==> src/design/sdd_pkg.sv <==
// ----------------------------------------------------------------------------
// sdd_pkg
// Shared codes, field widths and structures of the send descriptor decoder.
// ----------------------------------------------------------------------------
`default_nettype none

package sdd_pkg;

  localparam int unsigned DescW   = 32;
  localparam int unsigned TargetW = 2;
  localparam int unsigned OpW     = 5;
  localparam int unsigned SurfW   = 8;
  localparam int unsigned AddrW   = 7;
  localparam int unsigned ElemW   = 9;
  localparam int unsigned CountW  = 5;
  localparam int unsigned AttrW   = 7;
  localparam int unsigned ImmW    = 17;
  localparam int unsigned MsgTypeW = 5;

  // Message targets
  localparam logic [TargetW-1:0] TGT_CONST = 2'd0;
  localparam logic [TargetW-1:0] TGT_DC0   = 2'd1;
  localparam logic [TargetW-1:0] TGT_DC1   = 2'd2;

  // Operations
  localparam logic [OpW-1:0] OP_LOAD   = 5'd0;
  localparam logic [OpW-1:0] OP_STORE  = 5'd1;
  localparam logic [OpW-1:0] OP_ASTORE = 5'd2;
  localparam logic [OpW-1:0] OP_AND    = 5'd3;
  localparam logic [OpW-1:0] OP_XOR    = 5'd4;
  localparam logic [OpW-1:0] OP_OR     = 5'd5;
  localparam logic [OpW-1:0] OP_IADD   = 5'd6;
  localparam logic [OpW-1:0] OP_ISUB   = 5'd7;
  localparam logic [OpW-1:0] OP_IRSUB  = 5'd8;
  localparam logic [OpW-1:0] OP_ICAS   = 5'd9;
  localparam logic [OpW-1:0] OP_SMIN   = 5'd10;
  localparam logic [OpW-1:0] OP_SMAX   = 5'd11;
  localparam logic [OpW-1:0] OP_UMIN   = 5'd12;
  localparam logic [OpW-1:0] OP_UMAX   = 5'd13;
  localparam logic [OpW-1:0] OP_FMIN   = 5'd14;
  localparam logic [OpW-1:0] OP_FMAX   = 5'd15;
  localparam logic [OpW-1:0] OP_FCAS   = 5'd16;

  // Attribute flags
  localparam logic [AttrW-1:0] AT_SLM         = 7'h01;
  localparam logic [AttrW-1:0] AT_COHERENT    = 7'h02;
  localparam logic [AttrW-1:0] AT_TRANSPOSED  = 7'h04;
  localparam logic [AttrW-1:0] AT_EXPAND_HIGH = 7'h08;
  localparam logic [AttrW-1:0] AT_CHMASK      = 7'h10;
  localparam logic [AttrW-1:0] AT_ATOMIC_RET  = 7'h20;
  localparam logic [AttrW-1:0] AT_SCRATCH     = 7'h40;

  // Special binding table entries
  localparam logic [SurfW-1:0] BT_SLM         = 8'hFE;
  localparam logic [SurfW-1:0] BT_COHERENT    = 8'hFF;
  localparam logic [SurfW-1:0] BT_NONCOHERENT = 8'hFD;

  localparam logic [AddrW-1:0] ADDR_32 = 7'd32;
  localparam logic [AddrW-1:0] ADDR_64 = 7'd64;

  // Message type codes, descriptor bits 18:14
  localparam logic [MsgTypeW-1:0] MT_OW_RD0     = 5'h00;
  localparam logic [MsgTypeW-1:0] MT_OW_RD1     = 5'h01;
  localparam logic [MsgTypeW-1:0] MT_DW_RD      = 5'h03;
  localparam logic [MsgTypeW-1:0] MT_BYTE_RD    = 5'h04;
  localparam logic [MsgTypeW-1:0] MT_OW_WR0     = 5'h08;
  localparam logic [MsgTypeW-1:0] MT_OW_WR1     = 5'h09;
  localparam logic [MsgTypeW-1:0] MT_DW_WR      = 5'h0B;
  localparam logic [MsgTypeW-1:0] MT_BYTE_WR    = 5'h0C;
  localparam logic [MsgTypeW-1:0] MT_UNT_RD     = 5'h01;
  localparam logic [MsgTypeW-1:0] MT_INT_ATOM   = 5'h02;
  localparam logic [MsgTypeW-1:0] MT_UNT_WR     = 5'h09;
  localparam logic [MsgTypeW-1:0] MT_A64_SC_RD  = 5'h10;
  localparam logic [MsgTypeW-1:0] MT_A64_UNT_RD = 5'h11;
  localparam logic [MsgTypeW-1:0] MT_A64_ATOM   = 5'h12;
  localparam logic [MsgTypeW-1:0] MT_A64_BLK_RD = 5'h14;
  localparam logic [MsgTypeW-1:0] MT_A64_BLK_WR = 5'h15;
  localparam logic [MsgTypeW-1:0] MT_A64_UNT_WR = 5'h19;
  localparam logic [MsgTypeW-1:0] MT_A64_SC_WR  = 5'h1A;
  localparam logic [MsgTypeW-1:0] MT_FLT_ATOM   = 5'h1B;
  localparam logic [MsgTypeW-1:0] MT_A64_FATOM  = 5'h1D;

  // Message shape before the surface byte is resolved.
  typedef struct packed {
    logic              ok;
    logic [OpW-1:0]    op;
    logic [AddrW-1:0]  abits;
    logic [ElemW-1:0]  rbits;
    logic [ElemW-1:0]  mbits;
    logic [CountW-1:0] elems;
    logic [CountW-1:0] simd;
    logic [AttrW-1:0]  attrs;
    logic              rinv;
    logic [ImmW-1:0]   imm;
  } sdd_msg_t;

  // Final decoded message.
  typedef struct packed {
    logic              valid;
    logic [OpW-1:0]    op;
    logic              flat;
    logic [SurfW-1:0]  surf;
    logic              rinv;
    logic [AddrW-1:0]  abits;
    logic [ElemW-1:0]  rbits;
    logic [ElemW-1:0]  mbits;
    logic [CountW-1:0] elems;
    logic [CountW-1:0] simd;
    logic [AttrW-1:0]  attrs;
    logic [ImmW-1:0]   imm;
  } sdd_result_t;

endpackage

`default_nettype wire

==> src/design/send_descriptor_decoder.sv <==
// ----------------------------------------------------------------------------
// send_descriptor_decoder
// Decodes a send descriptor for its message target into a memory message.
// ----------------------------------------------------------------------------
// Usage:
//   The input channel (in_valid, in_stall) carries a target unit and a 32-bit
//   descriptor. The result channel (out_valid, out_stall) carries one decoded
//   message per input beat, in order. A descriptor that cannot be decoded
//   gives out_valid_res low with every other result field zero.
//   Each beat is captured in the input register, decoded by combinational
//   logic and captured in the result register. Throughput is one beat per
//   cycle while out_stall is low; the two registers form a two-deep pipeline.
//   While the receiver stalls, the result register holds its beat and the
//   input register may still take one more beat; in_stall rises only when
//   both registers are full and the output is stalled.
//   Reset empties both registers; no result is presented until a new beat.
// ----------------------------------------------------------------------------
`default_nettype none

module send_descriptor_decoder (
  input  wire logic                         clk,
  input  wire logic                         rst_n,
  input  wire logic                         in_valid,
  output logic                              in_stall,
  input  wire logic [sdd_pkg::TargetW-1:0]  in_target_unit,
  input  wire logic [sdd_pkg::DescW-1:0]    in_descriptor,
  output logic                              out_valid,
  input  wire logic                         out_stall,
  output logic                              out_valid_res,
  output logic [sdd_pkg::OpW-1:0]           out_operation,
  output logic                              out_flat_addressing,
  output logic [sdd_pkg::SurfW-1:0]         out_surface_index,
  output logic                              out_read_invalidate,
  output logic [sdd_pkg::AddrW-1:0]         out_address_bits,
  output logic [sdd_pkg::ElemW-1:0]         out_register_element_bits,
  output logic [sdd_pkg::ElemW-1:0]         out_memory_element_bits,
  output logic [sdd_pkg::CountW-1:0]        out_elements_per_address,
  output logic [sdd_pkg::CountW-1:0]        out_exec_width,
  output logic [sdd_pkg::AttrW-1:0]         out_attribute_flags,
  output logic [sdd_pkg::ImmW-1:0]          out_immediate_offset
);
  import sdd_pkg::*;

  logic               s1_valid_r, s1_valid_nxt;
  logic [TargetW-1:0] s1_target_r;
  logic [DescW-1:0]   s1_desc_r;
  logic               out_valid_r, out_valid_nxt;
  sdd_result_t        res_r;
  sdd_msg_t           msg;
  sdd_result_t        res;
  logic               out_adv;
  logic               in_adv;

  assign out_adv  = !out_valid_r || !out_stall;
  assign in_adv   = !s1_valid_r || out_adv;
  assign in_stall = !in_adv;

  always_comb begin
    s1_valid_nxt  = in_adv ? in_valid : s1_valid_r;
    out_valid_nxt = out_adv ? s1_valid_r : out_valid_r;
  end

  always_ff @(posedge clk) begin
    if (!rst_n) begin
      s1_valid_r  <= 1'b0;
      out_valid_r <= 1'b0;
    end else begin
      s1_valid_r  <= s1_valid_nxt;
      out_valid_r <= out_valid_nxt;
    end
  end

  always_ff @(posedge clk) begin
    if (in_adv) begin
      s1_target_r <= in_target_unit;
      s1_desc_r   <= in_descriptor;
    end
    if (out_adv) begin
      res_r <= res;
    end
  end

  sdd_msg_decode u_msg_decode (
    .target (s1_target_r),
    .desc   (s1_desc_r),
    .msg    (msg)
  );

  sdd_surface_resolve u_surface_resolve (
    .msg (msg),
    .bt  (s1_desc_r[SurfW-1:0]),
    .res (res)
  );

  assign out_valid                 = out_valid_r;
  assign out_valid_res             = res_r.valid;
  assign out_operation             = res_r.op;
  assign out_flat_addressing       = res_r.flat;
  assign out_surface_index         = res_r.surf;
  assign out_read_invalidate       = res_r.rinv;
  assign out_address_bits          = res_r.abits;
  assign out_register_element_bits = res_r.rbits;
  assign out_memory_element_bits   = res_r.mbits;
  assign out_elements_per_address  = res_r.elems;
  assign out_exec_width            = res_r.simd;
  assign out_attribute_flags       = res_r.attrs;
  assign out_immediate_offset      = res_r.imm;

  // The input side only backs up when both stages hold a beat.
  a_stall_full: assert property (@(posedge clk) disable iff (!rst_n)
    in_stall |-> (s1_valid_r && out_valid_r && out_stall))
    else $error("input stalled while the pipeline had room");

  // A failed decode carries no other information.
  a_invalid_zero: assert property (@(posedge clk) disable iff (!rst_n)
    (out_valid && !out_valid_res) |-> (out_operation == '0 && out_address_bits == '0 &&
      out_attribute_flags == '0 && out_immediate_offset == '0 && !out_flat_addressing))
    else $error("invalid result has non-zero fields");

  // Wide addresses are never surface indexed.
  a_wide_flat: assert property (@(posedge clk) disable iff (!rst_n)
    (out_valid && out_valid_res && out_address_bits == ADDR_64) |->
      (out_flat_addressing && out_surface_index == '0))
    else $error("64-bit message not flat");

  // A beat that leaves the input register reaches the output next cycle.
  a_advance: assert property (@(posedge clk) disable iff (!rst_n)
    (s1_valid_r && out_adv) |=> out_valid)
    else $error("decoded beat lost");

endmodule

`default_nettype wire

==> src/design/sdd_msg_decode.sv <==
// ----------------------------------------------------------------------------
// sdd_msg_decode
// Classifies the message type for the target and works out operation,
// element sizes, counts, SIMD width and attributes.
// ----------------------------------------------------------------------------
`default_nettype none

module sdd_msg_decode (
  input  wire logic [sdd_pkg::TargetW-1:0] target,
  input  wire logic [sdd_pkg::DescW-1:0]   desc,
  output sdd_pkg::sdd_msg_t                msg
);
  import sdd_pkg::*;

  logic [MsgTypeW-1:0] mt;
  logic [1:0]          ds;
  logic [CountW-1:0]   sm2;
  logic [CountW-1:0]   sm2h;
  logic [3:0]          ch_en;
  logic [CountW-1:0]   ch_count;
  logic [AttrW-1:0]    ret_attr;

  // Oword block access.
  function automatic sdd_msg_t ow_block(input logic [DescW-1:0] d, input logic [OpW-1:0] op,
                                        input logic [AddrW-1:0] ab);
    sdd_msg_t   m;
    logic [2:0] ow;
    ow       = d[10:8];
    m        = '0;
    m.ok     = (ow <= 3'd5);
    m.op     = op;
    m.abits  = ab;
    m.rbits  = (ow < 3'd2) ? 9'd256 : 9'd128;
    m.mbits  = 9'd128;
    m.elems  = (ow <= 3'd1) ? 5'd1 : (5'd1 << (ow - 3'd1));
    m.simd   = 5'd1;
    m.attrs  = AT_TRANSPOSED | ((ow == 3'd1) ? AT_EXPAND_HIGH : '0);
    return m;
  endfunction

  // Hword block access with the count code at a given place.
  function automatic sdd_msg_t hw_block(input logic [2:0] n, input logic [OpW-1:0] op,
                                        input logic [AddrW-1:0] ab, input logic [AttrW-1:0] at);
    sdd_msg_t m;
    m        = '0;
    m.ok     = (n <= 3'd4);
    m.op     = op;
    m.abits  = ab;
    m.rbits  = 9'd256;
    m.mbits  = 9'd256;
    m.elems  = 5'd1 << n;
    m.simd   = 5'd1;
    m.attrs  = at | AT_TRANSPOSED;
    return m;
  endfunction

  function automatic sdd_msg_t plain(input logic [OpW-1:0] op, input logic [AddrW-1:0] ab,
                                     input logic [ElemW-1:0] rb, input logic [ElemW-1:0] mb,
                                     input logic [CountW-1:0] el, input logic [CountW-1:0] sw,
                                     input logic [AttrW-1:0] at);
    sdd_msg_t m;
    m        = '0;
    m.ok     = 1'b1;
    m.op     = op;
    m.abits  = ab;
    m.rbits  = rb;
    m.mbits  = mb;
    m.elems  = el;
    m.simd   = sw;
    m.attrs  = at;
    return m;
  endfunction

  function automatic sdd_msg_t int_atomic(input logic [3:0] code, input logic [AddrW-1:0] ab,
                                          input logic [ElemW-1:0] db_in,
                                          input logic [CountW-1:0] sw,
                                          input logic [AttrW-1:0] ret);
    sdd_msg_t        m;
    logic [OpW-1:0]  op;
    logic [ElemW-1:0] db;
    logic            ok;
    db = db_in;
    ok = 1'b1;
    op = OP_LOAD;
    case (code)
      4'h0: begin
        op = OP_ICAS;
        db = 9'd64;
      end
      4'h1: op = OP_AND;
      4'h2: op = OP_OR;
      4'h3: op = OP_XOR;
      4'h4: op = OP_ASTORE;
      4'h7: op = OP_IADD;
      4'h8: op = OP_ISUB;
      4'h9: op = OP_IRSUB;
      4'hA: op = OP_SMAX;
      4'hB: op = OP_SMIN;
      4'hC: op = OP_UMAX;
      4'hD: op = OP_UMIN;
      4'hE: op = OP_ICAS;
      default: ok = 1'b0;
    endcase
    m    = plain(op, ab, db, db, 5'd1, sw, AT_CHMASK | ret);
    m.ok = ok;
    return m;
  endfunction

  function automatic sdd_msg_t float_atomic(input logic [2:0] code, input logic [AddrW-1:0] ab,
                                            input logic [CountW-1:0] sw,
                                            input logic [AttrW-1:0] ret);
    sdd_msg_t       m;
    logic [OpW-1:0] op;
    logic           ok;
    ok = 1'b1;
    op = OP_LOAD;
    case (code)
      3'h1: op = OP_FMAX;
      3'h2: op = OP_FMIN;
      3'h3: op = OP_FCAS;
      default: ok = 1'b0;
    endcase
    m    = plain(op, ab, 9'd32, 9'd32, 5'd1, sw, AT_CHMASK | ret);
    m.ok = ok;
    return m;
  endfunction

  assign mt       = desc[18:14];
  assign ds       = desc[11:10];
  assign sm2      = desc[8] ? 5'd16 : 5'd8;
  assign sm2h     = desc[12] ? 5'd16 : 5'd8;
  assign ch_en    = ~desc[11:8];
  assign ch_count = 5'(ch_en[0]) + 5'(ch_en[1]) + 5'(ch_en[2]) + 5'(ch_en[3]);
  assign ret_attr = desc[13] ? AT_ATOMIC_RET : '0;

  always_comb begin
    msg = '0;
    case (target)
      TGT_CONST: begin
        case (mt)
          MT_OW_RD0, MT_OW_RD1: msg = ow_block(desc, OP_LOAD, ADDR_32);
          MT_DW_RD: msg = plain(OP_LOAD, ADDR_32, 9'd32, 9'd32, 5'd1 << ds, sm2, '0);
          default: msg = '0;
        endcase
        msg.rinv = desc[13];
      end
      TGT_DC0: begin
        if (desc[18]) begin
          // Scratch block: the count sits higher, the low bits give the offset.
          msg     = hw_block(desc[14:12], desc[17] ? OP_LOAD : OP_STORE, ADDR_32, AT_SCRATCH);
          msg.imm = {desc[11:0], 5'd0};
        end else begin
          case (mt)
            MT_OW_RD0, MT_OW_RD1: msg = ow_block(desc, OP_LOAD, ADDR_32);
            MT_OW_WR0, MT_OW_WR1: msg = ow_block(desc, OP_STORE, ADDR_32);
            MT_DW_RD, MT_DW_WR: begin
              msg = plain((mt == MT_DW_RD) ? OP_LOAD : OP_STORE, ADDR_32, 9'd32, 9'd32,
                          5'd1 << ds, sm2, '0);
              msg.rinv = desc[13];
            end
            MT_BYTE_RD, MT_BYTE_WR: begin
              msg = plain((mt == MT_BYTE_RD) ? OP_LOAD : OP_STORE, ADDR_32, 9'd32,
                          9'd8 << ds, 5'd1, sm2, '0);
              msg.ok   = (ds != 2'd3);
              msg.rinv = desc[13];
            end
            default: msg = '0;
          endcase
        end
      end
      TGT_DC1: begin
        case (mt)
          MT_UNT_RD, MT_UNT_WR, MT_A64_UNT_RD, MT_A64_UNT_WR:
            msg = plain(mt[3] ? OP_STORE : OP_LOAD, mt[4] ? ADDR_64 : ADDR_32, 9'd32, 9'd32,
                        ch_count, (desc[13:12] == 2'd1) ? 5'd16 : 5'd8, AT_CHMASK);
          MT_A64_SC_RD, MT_A64_SC_WR: begin
            if (desc[9:8] == 2'd0) begin
              msg = plain((mt == MT_A64_SC_RD) ? OP_LOAD : OP_STORE, ADDR_64, 9'd32,
                          9'd8 << ds, 5'd1, sm2h, '0);
            end else begin
              msg = plain((mt == MT_A64_SC_RD) ? OP_LOAD : OP_STORE, ADDR_64,
                          (desc[9:8] == 2'd1) ? 9'd32 : 9'd64,
                          (desc[9:8] == 2'd1) ? 9'd32 : 9'd64, 5'd1 << ds, sm2h, '0);
            end
            msg.rinv = desc[13];
          end
          MT_A64_BLK_RD, MT_A64_BLK_WR: begin
            if (desc[12:11] == 2'd3) begin
              msg = hw_block(desc[10:8], (mt == MT_A64_BLK_RD) ? OP_LOAD : OP_STORE,
                             ADDR_64, '0);
            end else begin
              msg = ow_block(desc, (mt == MT_A64_BLK_RD) ? OP_LOAD : OP_STORE, ADDR_64);
            end
            msg.rinv = desc[13];
          end
          MT_A64_FATOM: msg = float_atomic(desc[10:8], ADDR_64,
                                           desc[12] ? 5'd8 : 5'd16, ret_attr);
          MT_FLT_ATOM:  msg = float_atomic(desc[10:8], ADDR_32,
                                           desc[12] ? 5'd8 : 5'd16, ret_attr);
          MT_A64_ATOM:  msg = int_atomic(desc[11:8], ADDR_64,
                                         desc[12] ? 9'd64 : 9'd32, 5'd8, ret_attr);
          MT_INT_ATOM:  msg = int_atomic(desc[11:8], ADDR_32, 9'd32,
                                         desc[12] ? 5'd8 : 5'd16, ret_attr);
          default: msg = '0;
        endcase
      end
      default: msg = '0;
    endcase
  end

endmodule

`default_nettype wire

==> src/design/sdd_surface_resolve.sv <==
// ----------------------------------------------------------------------------
// sdd_surface_resolve
// Resolves the binding table byte into flat or surface addressing and
// clears every field of a message that failed to decode.
// ----------------------------------------------------------------------------
`default_nettype none

module sdd_surface_resolve (
  input  wire sdd_pkg::sdd_msg_t           msg,
  input  wire logic [sdd_pkg::SurfW-1:0]   bt,
  output sdd_pkg::sdd_result_t             res
);
  import sdd_pkg::*;

  logic             flat;
  logic [SurfW-1:0] surf;
  logic [AttrW-1:0] attrs;
  logic             bt_ok;

  always_comb begin
    flat  = 1'b1;
    surf  = '0;
    attrs = msg.attrs;
    bt_ok = 1'b1;
    if (msg.abits == ADDR_32) begin
      if (bt == BT_SLM) begin
        attrs = attrs | AT_SLM;
      end else if (bt == BT_COHERENT) begin
        attrs = attrs | AT_COHERENT;
      end else if (bt != BT_NONCOHERENT) begin
        flat = 1'b0;
        surf = bt;
      end
    end else begin
      // Wide addresses are always flat and accept only the coherent and non-coherent codes.
      if (bt == BT_COHERENT) begin
        attrs = attrs | AT_COHERENT;
      end else if (bt != BT_NONCOHERENT) begin
        bt_ok = 1'b0;
      end
    end

    res = '0;
    if (msg.ok && bt_ok) begin
      res.valid = 1'b1;
      res.op    = msg.op;
      res.flat  = flat;
      res.surf  = surf;
      res.rinv  = msg.rinv;
      res.abits = msg.abits;
      res.rbits = msg.rbits;
      res.mbits = msg.mbits;
      res.elems = msg.elems;
      res.simd  = msg.simd;
      res.attrs = attrs;
      res.imm   = msg.imm;
    end
  end

endmodule

`default_nettype wire

==> config.mk <==
export PLATFORM = sky130hd
export DESIGN_NAME = send_descriptor_decoder
export DESIGN_NICKNAME = d
export VERILOG_FILES = /design/src/design/sdd_pkg.sv /design/src/design/send_descriptor_decoder.sv /design/src/design/sdd_msg_decode.sv /design/src/design/sdd_surface_resolve.sv
export SDC_FILE = /design/constraint.sdc
export NUM_CORES = 1
export LEC_CHECK = 0
export BUFFER_PORTS_ARGS = -buffer_cell sky130_fd_sc_hd__buf_2
export CAP_MARGIN = 15
export CORE_MARGIN = 2
export CORE_UTILIZATION = 40
export DETAILED_ROUTE_END_ITERATION = 16
export GPL_TIMING_DRIVEN = 0
export HOLD_SLACK_MARGIN = 0.1
export PLACE_DENSITY = 0.63
export SETUP_SLACK_MARGIN = 0.2
export SKIP_CTS_REPAIR_TIMING = 1
export SYNTH_ARGS = -nofsm -noshare
export SYNTH_HDL_FRONTEND = slang
export SYNTH_SLANG_ARGS = --single-unit
==> constraint.sdc <==
create_clock -name clk -period 3.3 [get_ports clk]
set_input_delay 0.495 -clock clk [delete_from_list [all_inputs] [get_ports clk]]
set_output_delay 0.495 -clock clk [all_outputs]
set_load 0.01 [all_outputs]
# Yosys cells after proc, flatten, opt, wreduce, memory -nomap -nowiden
# Index checks and enable logic that the tools add are counted.
# Widths: inputs -> output; s select.
classes:
  add_sub_neg: 4
  n_lt_le_gt_ge: 5
  n_eq_ne: 42
  shift: 5
  n_mux: 43
  n_bitwise: 4
  reduce_logical: 22
op_table:
  columns: ["op", "n"]
  rows:
  - ["$pmux 66 s7", 1]
  - ["$pmux 66 s4", 1]
  - ["$pmux 66 s3", 1]
  - ["$mux 66", 2]
  - ["$pmux 66 s2", 1]
  - ["$mux 75", 1]
  - ["$mux 53", 1]
  - ["$pmux 4 s12", 1]
  - ["$eq 5x5->1 const B", 9]
  - ["$mux 8", 4]
  - ["$eq 4x4->1 const B", 7]
  - ["$mux 7", 4]
  - ["$mux 5", 5]
  - ["$eq 5x4->1 const B", 4]
  - ["$mux 9", 2]
  - ["$eq 8x8->1 const B", 2]
  - ["$pmux 5 s3", 1]
  - ["$shl 1x3->5 const A", 3]
  - ["$reduce_or 2->1", 7]
  - ["$mux 1", 13]
  - ["$reduce_or 13->1", 1]
  - ["$add 5x1->5", 2]
  - ["$eq 5x2->1 const B", 2]
  - ["$le 3x3->1 const B", 3]
  - ["32 further kinds", 47]
totals:
  reg_bits: 98
  input_bits: 38
  word_cells: 141

# Logic depth before layout (Yosys ltp)
logic_depth:
  word_depth: 11
  mapped_depth: 12
  depth_no_buf: 9

# Cells and area by module
# A second synthesis with hierarchy kept.
hier_totals:
  cells_unflattened: 525
  area_unflattened_um2: 5889.4
modules_own_cells:
  columns: ["mod", "n_inst", "cells_per_inst", "area_each_um2"]
  rows:
  - ["send_descriptor_decoder", 1, 117, 3350.7]
  - ["sdd_msg_decode", 1, 312, 1900.6]
  - ["sdd_surface_resolve", 1, 96, 638.1]

# Worst setup path before layout
# No wires, ideal clock.
synth_path:
  path_type: "register to register"
  startpoint: "register s1_desc_r[8]"
  endpoint: "register res_r (netlist bit out_immediate_offset[10]) (data pin)"
  setup_time_ps: 255
  arrival_time_ps: 2360
  t_required_ps: 3045
  path_slack_ps: 685
  path_stages_with_launch: 13
  n_path_buf: 3
  synth_period_minus_slack_ps: 2615
  path_cell_list: "edfxtp_1 -> inv_1 -> ha_1 -> buf_2 -> a21oi_1 -> a22oi_1 -> o31a_1 -> o31ai_2 -> a22o_1 -> buf_6 -> inv_8 -> buf_8 -> and3_1"
synth_between:
  elab_chain_len: 6
  elab_cells_between_ends: 29
  classes_between: "order compare (2); eq/ne (15); mux (8); reduce/logical (4)"
synth_lines:
  columns: ["element", "line", "text"]
  rows:
  - ["from (decl)", "send_descriptor_decoder.sv:46", "logic [DescW-1:0] s1_desc_r;"]
  - ["from (signal assigned)", "send_descriptor_decoder.sv:76", "s1_desc_r <= in_descriptor;"]
  - ["$eq 4x1->1, or another cell as far along", "sdd_msg_decode.sv:85", "case (code)"]
  - ["$reduce_or 13->1 (no source line) / $reduce_or 3->1 (equally long branches)", null, null]
  - ["$mux 1 (on tied branches)", "sdd_msg_decode.sv:85, sdd_msg_decode.sv:117", null]
  - ["$pmux 66 s7", "sdd_msg_decode.sv:172", "case (mt)"]
  - ["$pmux 66 s3 *", "sdd_msg_decode.sv:138", "case (target)"]
  - ["$logic_and 1x1->1 *", "sdd_surface_resolve.sv:44", "if (msg.ok && bt_ok) begin"]
  - ["to (signal assigned)", "send_descriptor_decoder.sv:79", "res_r <= res;"]
  - ["to (decl)", "send_descriptor_decoder.sv:48", "sdd_result_t res_r;"]
# Mark *: on every way between the ends. The rest lies on a longest branch, timed or not.
# A chain may end at the register's enable or synchronous reset.

# Worst setup path after layout
layout_path:
  startpoint: "register s1_desc_r[8]"
  endpoint: "register res_r (netlist bit out_immediate_offset[12]) (data pin)"
# Same word-level chain as after synthesis.

==> reports/qor.txt <==
status: finished clean
ANT cells: 0
slew margin rel.: 32.6%
Clock Pin Slew Worst Setup and Hold Paths: 0.09 ns
register area share after synthesis: 51.9%
final slew viol count: 0
vias in the first global route: 3,506
Area Growth Syn to Fin: 21.2%
slew at the pin closest to its max-slew limit: 1.01 ns
syn_area_per_cell: 10.3 um^2
clk_skew: 0.0135 ns
Cells after Synth: 428
vias per inst: 5.49
ys async rst share: 0%
Pleak: 2.31 nW
Nets: 592
DIE AREA: 0.0119 mm^2
maximum clock rate: 0.340 GHz
clk root buf: clkbuf_8
routed wire length: 12,300 um
TritonCTS Buffers: 9
final worst slack: 0.355 ns
number of max-cap violations: 0
wire per inst: 17.8 um
Die X: 109 um
I/O pin cnt: 115
Non-Filler Instances: 689
WP data required: 3.42 ns
CTS tree: done
H-tree depth reported by CTS: 3
Post-synth EDFFs: 75
mapped cell area: 0.00442 mm^2
Crit path depth: 12
Clock Tree Buf Depth: 2
min cycle time layout: 2.94 ns
buffers added on ports: 81
slowest stage cell, crit path: edfxtp_1
CP max FO: 10
reg2reg setup slack: 0.36 ns
GRT overflow: 0
R2R Path Start: s1_desc_r[8]
period utilization: 89.2%
crit path cell chain: buf_4 > ha_1 > clkbuf_1 > a21oi_1 > a22oi_1 > o31a_1 > o31ai_4 > a22o_1 > buf_6 > inv_8 > buf_8 > and3_1
Peak supply drop: 205 uV
DR vias: 3,784
r2r worst-path depth: 12
FP Rows: 38
Yosys reg bits: 77
Util after Layout: 49.6%
Hold Crit Depth: 1
DRC violations left: 0
DP Wirelength: 9160 um
first-pass GRT wire length: 19,100 um
share of layout cells above drive strength 1: 27.1%
TritonRoute pass-1 iters: 5
Crit path max-delay family: compound AO/OA/AOI/OAI gates
Place WS: 0.104 ns
RR Endpoint: out_immediate_offset[12]
placed cells: 669
Hold Startpoint: in_descriptor[15]
Yosys warnings: 0
initial core utilization: 40.9%
Arr. time, crit path: 3.07 ns
clock sink count: 77
RSZ-0062 raised after global routing: false
antenna-violating nets left: 0
pin count of the biggest net entering global routing: 42
power per cell area: 422 mW/mm^2
initial antenna violation count: 0
Worst Hold End: s1_desc_r[15]
Clock Latency Late Sink: 0.36 ns
startpoint types: register
Crit Path Category: reg -> reg
Buf/Inv on CP: 5
Fin Setup TNS: 0 ns
Total Power: 0.00226 W
core area: 0.0108 mm^2
Cell variety after synth: 61
Die Ht: 109 um
Worst path max stage delay: 0.42 ns
GRT Util Overall: 21.6%
Final Hold Fails: 0
crit end category: register
final setup fails: 0
GP Congestion: 0.961
Synth Flop Type: edfxtp_1
hold crit path type: in -> reg
Iter 0 DRT Violations: 427
[worst reg2reg max path: cells and delay by family, from the launching register on]
kind | cells | cell delay [ns]
AOI/OAI and AO/OA | 5 | 1.21
DFF | 1 | 0.42
buffers and inverters | 5 | 0.74
adders and majority gates | 1 | 0.18
and+or+nand+nor | 1 | 0.16
[where the power goes]
part | total, W | internal, W | switching, W
Sequential | 0.00113 | 0.00111 | 0.0000188
Clock | 0.000790 | 0.000428 | 0.000363
Combinational | 0.000339 | 0.000124 | 0.000215
Total | 0.00226 | 0.00166 | 0.000596
[through the flow]
step	area, um^2	hold WS [ns]
finish	5350	0.299
global route	5350	0.288
CTS	5310	0.287
detailed placement	5090	0.494
global placement	5070	0.470
floorplan	4490	0.459
[placed cells by master (no fill, tap or decap), types with 10 or more instances in the layout]
cell | netlist | final
nand2_1 | 26 | 25
inv_1 | 16 | 16
and2_1 | 10 | 10
and3_1 | 15 | 15
edfxtp_1 | 75 | 75
buf_2 | 8 | 89
nand3_1 | 12 | 12
clkbuf_1 | 11 | 11
a21oi_1 | 32 | 32
conb_1 | 1 | 20
buf_4 | 22 | 26
o21ai_0 | 22 | 22
nor2_1 | 38 | 38
nor3_1 | 17 | 17
[sequential cells by signal, indices dropped and copies added, names as in the netlist, 4 cells and up]
name	cells
out_immediate_offset	12
out_memory_element_bits	6
out_surface_index	8
out_register_element_bits	4
out_operation	5
out_attribute_flags	7
out_elements_per_address	5
s1_desc_r	19
[cell usage after synthesis, types with 2 or more instances]
| cell type | number | share of area, % |
|---|---|---|
| o22ai_1 | 6 | 0.85 |
| a41oi_1 | 2 | 0.40 |
| nor2b_1 | 3 | 0.42 |
| nand2b_1 | 9 | 1.3 |
| and2_1 | 10 | 1.4 |
| edfxtp_1 | 75 | 51 |
| nor3b_1 | 4 | 0.68 |
| buf_1 | 2 | 0.17 |
| nand4b_1 | 2 | 0.40 |
| a22o_1 | 2 | 0.40 |
| nand4_1 | 6 | 0.85 |
| a22oi_1 | 4 | 0.68 |
| a211oi_1 | 7 | 1.2 |
| a31oi_1 | 6 | 0.85 |
| buf_2 | 8 | 0.91 |
| inv_1 | 16 | 1.4 |
| nor4_1 | 4 | 0.57 |
| clkbuf_1 | 11 | 0.93 |
| and3_1 | 15 | 2.1 |
| o21bai_1 | 2 | 0.34 |
| nand2_1 | 26 | 2.2 |
| nor3_1 | 17 | 1.9 |
| o311a_1 | 2 | 0.45 |
| o32ai_1 | 4 | 0.79 |
| o21a_1 | 3 | 0.51 |
| nor2_1 | 38 | 3.2 |
| buf_4 | 22 | 3.7 |
| a21oi_1 | 32 | 3.6 |
| ha_1 | 9 | 2.5 |
| buf_6 | 7 | 1.8 |
| a21boi_0 | 3 | 0.51 |
| nand3_1 | 12 | 1.4 |
| o211ai_1 | 5 | 0.85 |
| or3_1 | 2 | 0.28 |
| o21ai_0 | 22 | 2.5 |
| o31ai_1 | 3 | 0.51 |
| dfxtp_1 | 2 | 0.91 |
| and2b_1 | 2 | 0.34 |
[per-layer routing]
metal	vias to the layer above	routed length [um]	GRT usage, %
li1	1781	-	-
met1	1773	5320	30.0
met2	200	5580	32.6
met3	30	1030	4.42
met4	0	325	9.89
met5	-	0	0
[logic make-up after synthesis]
family | synth area share, %
AOI/OAI and AO/OA | 16.9
buffers and inverters | 9.57
adders and majority gates | 3.00
muxes | 0.227
and+or+nand+nor | 18.1
DFF | 51.9
other | 0.0849
xor gates and xnor gates | 0.198
[worst max path at each step]
stage | start | end
2_1_floorplan | s1_desc_r[8] | out_immediate_offset[10]
3_3_place_gp | s1_desc_r[8] | out_immediate_offset[7]
3_5_place_dp | s1_desc_r[8] | out_immediate_offset[8]
4_1_cts | s1_desc_r[8] | out_immediate_offset[12]
5_1_grt | s1_desc_r[8] | out_immediate_offset[12]
6_report | s1_desc_r[8] | out_immediate_offset[12]
[final cells by class]
| class | instances | area [um^2] |
|---|---|---|
| Buffer | 51 | 348 |
| Multi-Input combinational cell | 301 | 1790 |
| Timing Repair Buffer | 86 | 455 |
| Clock inverter | 7 | 97.6 |
| Inverter | 18 | 75.1 |
| Clock buffer | 9 | 124 |
| Fill cell | 1037 | 5440 |
| Sequential cell | 77 | 2290 |
| Tap cell | 140 | 175 |
Note: power is estimated with default switching activity, not from simulation.
